===== config.mk =====
export PLATFORM = sky130hd
export DESIGN_NAME = ccc_scanner
export DESIGN_NICKNAME = d
export VERILOG_FILES = /design/src/ccc_pkg.sv /design/src/ccc_scanner.sv
export SDC_FILE = /design/constraint.sdc
export NUM_CORES = 1
export LEC_CHECK = 0
export ABC_AREA = 1
export BUFFER_PORTS_ARGS = -buffer_cell sky130_fd_sc_hd__buf_2
export CELL_PAD_IN_SITES_DETAIL_PLACEMENT = 1
export CELL_PAD_IN_SITES_GLOBAL_PLACEMENT = 2
export CORE_ASPECT_RATIO = 0.8
export CORE_MARGIN = 2
export CORE_UTILIZATION = 30
export CTS_CLUSTER_SIZE = 10
export DETAILED_ROUTE_END_ITERATION = 8
export PLACE_DENSITY_LB_ADDON = 0.12
export SETUP_SLACK_MARGIN = 0.2
export SLEW_MARGIN = 20
export SYNTH_ARGS = -nofsm -noshare
export SYNTH_HDL_FRONTEND = slang
export SYNTH_SLANG_ARGS = --single-unit

===== constraint.sdc =====
create_clock -name i_clk -period 2.35 [get_ports i_clk]
set_input_delay 0.47 -clock i_clk [delete_from_list [all_inputs] [get_ports i_clk]]
set_output_delay 0.47 -clock i_clk [all_outputs]
set_load 0.01 [all_outputs]

===== src/ccc_pkg.sv =====
// Shared types and constants for the command completeness checker.
package ccc_pkg;

    localparam int DEF_MAX_DEPTH = 255;

    typedef enum logic [1:0] {
        VERDICT_PENDING  = 2'd0,
        VERDICT_COMPLETE = 2'd1,
        VERDICT_ERROR    = 2'd2
    } t_verdict;

    typedef struct packed {
        logic [7:0] char_in;
        logic       restart;
    } t_in;

    typedef struct packed {
        t_verdict   verdict;
        logic [7:0] nesting_depth;
    } t_out;

endpackage


===== src/ccc_scanner.sv =====
// Per-byte scanner state and its next-state logic for the command checker.
module ccc_scanner #(
    parameter int MAX_DEPTH = 255,
    parameter int DEPTH_W   = 8
) (
    input  logic         i_clk,
    input  logic         i_rst_n,
    input  logic         i_accept,
    input  ccc_pkg::t_in  i_data,
    output ccc_pkg::t_out o_result
);
    import ccc_pkg::*;

    localparam logic [7:0] CHAR_LF     = 8'h0A;
    localparam logic [7:0] CHAR_CR     = 8'h0D;
    localparam logic [7:0] CHAR_TAB    = 8'h09;
    localparam logic [7:0] CHAR_FF     = 8'h0C;
    localparam logic [7:0] CHAR_SPACE  = 8'h20;
    localparam logic [7:0] CHAR_QUOTE  = 8'h22;
    localparam logic [7:0] CHAR_SEMI   = 8'h3B;
    localparam logic [7:0] CHAR_LPAREN = 8'h28;
    localparam logic [7:0] CHAR_RPAREN = 8'h29;
    localparam logic [7:0] CHAR_BSLASH = 8'h5C;
    localparam logic [7:0] PRINT_LO    = 8'h21;
    localparam logic [7:0] PRINT_HI    = 8'h7E;

    typedef enum logic [2:0] {
        MODE_NORMAL  = 3'd0,
        MODE_STRING  = 3'd1,
        MODE_STR_ESC = 3'd2,
        MODE_COMMENT = 3'd3,
        MODE_BARE    = 3'd4
    } t_mode;

    t_mode               r_mode,        n_mode;
    logic [DEPTH_W-1:0]  r_depth,       n_depth;
    logic                r_token_seen,  n_token_seen;
    logic                r_close_err,   n_close_err;
    t_verdict            r_verdict,     n_verdict;

    logic [7:0]          c;
    logic                is_newline;
    logic                depth_zero;
    t_verdict            end_verdict;
    logic [DEPTH_W+7:0]  depth_wide;

    assign c          = i_data.char_in;
    assign is_newline = (c == CHAR_LF) || (c == CHAR_CR);

    always_comb begin
        // A restart clears everything before the byte is scanned.
        if (i_data.restart) begin
            n_mode       = MODE_NORMAL;
            n_depth      = '0;
            n_token_seen = 1'b0;
            n_close_err  = 1'b0;
            n_verdict    = VERDICT_PENDING;
        end else begin
            n_mode       = r_mode;
            n_depth      = r_depth;
            n_token_seen = r_token_seen;
            n_close_err  = r_close_err;
            n_verdict    = r_verdict;
        end

        depth_zero  = (n_depth == '0);
        end_verdict = n_close_err ? VERDICT_ERROR : VERDICT_COMPLETE;

        // Zero bytes are ignored, and a settled verdict freezes the scan.
        if (c != 8'd0 && n_verdict == VERDICT_PENDING) begin
            unique case (n_mode)
                MODE_STRING: begin
                    if (c == CHAR_BSLASH) begin
                        n_mode = MODE_STR_ESC;
                    end else if (c == CHAR_QUOTE) begin
                        n_mode = MODE_NORMAL;
                        if (depth_zero) begin
                            n_token_seen = 1'b1;
                        end
                    end
                end
                MODE_STR_ESC: begin
                    n_mode = MODE_STRING;
                end
                MODE_COMMENT: begin
                    if (is_newline) begin
                        n_mode = MODE_NORMAL;
                        if (n_token_seen && depth_zero) begin
                            n_verdict = end_verdict;
                        end
                    end
                end
                MODE_BARE: begin
                    if (is_newline) begin
                        n_verdict = end_verdict;
                    end
                end
                default: begin
                    if (is_newline) begin
                        if (n_close_err) begin
                            n_verdict = VERDICT_ERROR;
                        end else if (n_token_seen && depth_zero) begin
                            n_verdict = VERDICT_COMPLETE;
                        end
                    end else if (c == CHAR_SPACE || c == CHAR_FF || c == CHAR_TAB) begin
                        n_mode = n_mode;
                    end else if (c == CHAR_QUOTE) begin
                        n_mode = MODE_STRING;
                    end else if (c == CHAR_SEMI) begin
                        n_mode = MODE_COMMENT;
                    end else if (c == CHAR_LPAREN) begin
                        if (!depth_zero || !n_token_seen) begin
                            if (n_depth < DEPTH_W'(MAX_DEPTH)) begin
                                n_depth = n_depth + DEPTH_W'(1);
                            end
                            n_token_seen = 1'b1;
                        end
                    end else if (c == CHAR_RPAREN) begin
                        if (!depth_zero) begin
                            n_depth = n_depth - DEPTH_W'(1);
                        end else if (!n_token_seen) begin
                            n_close_err = 1'b1;
                        end
                    end else if (depth_zero && c >= PRINT_LO && c <= PRINT_HI) begin
                        n_mode = MODE_BARE;
                    end
                end
            endcase
        end
    end

    always_ff @(posedge i_clk) begin
        if (!i_rst_n) begin
            r_mode       <= MODE_NORMAL;
            r_depth      <= '0;
            r_token_seen <= 1'b0;
            r_close_err  <= 1'b0;
            r_verdict    <= VERDICT_PENDING;
        end else if (i_accept) begin
            r_mode       <= n_mode;
            r_depth      <= n_depth;
            r_token_seen <= n_token_seen;
            r_close_err  <= n_close_err;
            r_verdict    <= n_verdict;
        end
    end

    // The reported depth is the low byte of the counter, zero-extended if narrower.
    assign depth_wide             = {8'd0, n_depth};
    assign o_result.verdict       = n_verdict;
    assign o_result.nesting_depth = depth_wide[7:0];

endmodule


==> results by group <==
Placement
  • Inst Count DP: 493
  • Port bufs: 21
  • Post-detail-place hpwl: 5.95 mm
  • RePlAce Congestion: 0.906
  • Dpl ws: -0.236 ns

Clocking
  • H-tree levels: 1
  • CTS root buffer: clkbuf_8
  • CTS buffer count: 3
  • Clock Latency Late Sink: 0.26 ns
  • CTS tree: yes
  • CTS Buffer Depth: 2
  • CTS Hold Bufs: 0
  • Clock sinks: 15
  • Clk slew on worst S/H paths: 0.07 ns

Logic synthesis
  • Post-synth top area cell: nand2_1
  • Top-area cell type share of the netlist area: 18.4%
  • Post-Synthesis Cells: 327
  • Post-synth top cells: 90 x nand2_1, 44 x inv_1, 38 x nand3_1
  • Syn_area_per_cell: 5.62 um^2
  • Post-synth EDFFs: 0
  • Ys Warns: 0
  • Primary FF master, synth: dfxtp_1
  • Seq/Total Area, Yosys: 16.3%
  • Seq cells post-synth: 15
  • Synthesized area: 1840 um^2
  • Top-count cell post-synth: nand2_1
  • Ys async rst share: 0%
  • Mapped Nets: 341
  • Synth cell types: 32
  • Synth top area cells: nand2_1 18%, dfxtp_1 16%, nand3_1 10%, inv_1 9.0%, nor2_1 7.3%

Status
  • Status: finished, violations left
  • Failing checks: setup timing

Power
  • Pwr/cell area: 317 nW/um^2
  • Max IR drop VDD: 385 uV
  • Combinational Power Share: 46.3%
  • Switch share: 38.6%
  • P_sw: 0.000367 W
  • Pint: 0.000585 W
  • Clock share of power: 23.4%
  • P_leak: 1.64 nW
  • Part of the power in registers: 30.4%

Critical path
  • Max Fanout on Critical Path: 4
  • Crit path arrival time: 1.99 ns
  • WS Path Type: reg -> out
  • Startpoint types: flop
  • Data required, critical path: 1.88 ns
  • R2r worst-path depth: 16
  • Reg2Reg Setup Slack: 0.31 ns
  • RR Endpoint: r_depth[3]
  • Critical R2R Launch: r_mode[2]
  • Critical Path End Type: output pin

Hold path
  • Hold/Removal Path Class: reg -> reg
  • Worst Hold Launch: r_mode[1]
  • Hold EP: r_mode[1]
  • Hold Crit Depth: 2

STA
  • Post-layout min period: 2.46 ns
  • Setup-failing EPs final: 8
  • Fin. Hold Viols: 0
  • Final hold slack: 0.497 ns
  • Final setup margin: -0.113 ns
  • FMAX: 406 MHz
  • RSZ-0062 raised after global routing: true
  • Setup TNS: -0.294 ns
  • Worst-Margin Slew: 0.406 ns
  • Crit share post-route: 105%
  • Relative slew margins: 72.7%
  • Slew Limit Fails: 0
  • Worst Skew: 0.00389 ns

Floorplan
  • Floorplan core area: 5910 um^2
  • Top Ports: 22
  • Die area: 6780 um^2
  • Die H: 74.0 um
  • Initial core utilization: 31.1%
  • Site Rows: 25
  • Die Wd: 91.5 um

Cells and area
  • N_diodes: 0
  • Register Area: 304 um^2
  • Post-route insts no fill: 514
  • Fin nets: 448
  • Footprint of the multi-input gates: 1550 um^2
  • FILL cells: 822
  • Share of cells above drive strength 1: 46.4%
  • Area Overhead vs Synth: 63.2%

GRT
  • Largest net degree at the start of global routing: 21
  • First-pass GRT wire length: 12.2 mm
  • GRT Residual Overflow: 0
  • Initial antenna violation count: 0
  • Global Route Usage Sum: 22.6%
  • Vias in the first global route: 2434

Run
  • Max Cap Viol: 0

Routing
  • DRT Pass-1 Iters: 4
  • Post-DRT Antenna Nets: 0
  • Routed vias: 2509
  • Wire per inst: 14.8 um
  • DR DRC count: 0
  • Initial DRC Count: 90
  • WL final: 7.63 mm
  • Vias per cell: 4.88
## how the worst max path moves through the flow
stage | start | end | cells after the start
final | r_depth[1] | o_result[1] | 11
after global routing | r_depth[0] | o_result[1] | 11
after CTS | r_depth[1] | o_result[1] | 11
after detailed placement | i_data[0] | o_result[6] | 11
after global placement | i_data[0] | o_result[6] | 11
after floorplan | i_data[0] | o_result[1] | 11
## logic make-up after synthesis
family	count (synthesis)	share of synthesized area, %
AND/OR/NAND/NOR	218	59.1
buffers and inverters	53	11.7
AO/OA/AOI/OAI	37	10.5
flip-flops	15	16.3
XOR/XNOR	2	0.953
adder cells (fa/ha/maj)	2	1.36
## repair_timing
action | 4_1_cts | 5_1_grt
buffers inserted | 8 | 8
resized for setup | 52 | 35
pin swaps | 34 | 30
endpoints found under the setup margin | 10 | 10
cloned | 1 | 0
## through the flow
step	area, um^2	util, %	total power [W]
floorplan	1850	-	0.000485
global placement	2540	42.9	0.000648
detailed placement	2540	42.9	0.000655
CTS	2830	47.9	0.000915
global route	3000	50.8	0.00101
finish	3000	50.8	0.000952
## metal layers
metal	global-route usage, %	vias up	wire length, um
met1	33.0	1180	4010
li1	-	1281	-
met5	0	-	0
met2	36.6	42	3370
met4	5.56	0	61
met3	1.32	6	180
## power by group through the flow
stage,sequential (W),combinational [W],clock [W]
after floorplan,0.000288,0.000197,0
after global placement,0.000292,0.000356,0
after detailed placement,0.000292,0.000363,0
after CTS,0.000288,0.000402,0.000225
after global routing,0.000291,0.000482,0.000241
final,0.000289,0.000440,0.000222
## sequential cells by signal, indices dropped and copies added, names as in the netlist
name and flops:
r_close_err 1, r_depth 8, r_mode 3, r_token_seen 1
r_verdict 2
## area by class of cell
class	count	share of cell area, %
tap	81	3.38
timing repair buffer	105	26.5
inverter	49	6.54
clock inverter	1	0.167
clock buffer	3	1.38
sequential	15	10.1
multi-input combinational	259	51.7
timing repair inverter	1	0.208
## cell usage in the layout (no fill, tap or decap), drive strengths merged
cell type | Yosys | routed
a21oi | 11 | 11
a31oi | 4 | 4
a41oi | 1 | 1
buf | 3 | 105
clkbuf | 1 | 3
clkinv | 2 | 2
dfxtp | 15 | 15
ha | 2 | 2
inv | 47 | 49
nand2 | 105 | 105
nand3 | 39 | 39
nand3b | 2 | 2
nand4 | 15 | 15
nor2 | 48 | 48
nor3 | 6 | 6
nor4 | 1 | 1
o21ai | 21 | 21
or2 | 2 | 2
xor2 | 2 | 2
## critical path, stage by stage (launching register included)
cell and delay (ns):
dfxtp_2 0.34, inv_2 0.05, nor2_4 0.17, ha_4 0.17, nand2_4 0.05, nor2_4 0.16
nand4_4 0.15, nand2_4 0.12, o21ai_2 0.06, or2_1 0.26, nand2_1 0.07, buf_2 0.13
(Power assumes the default switching activity.)
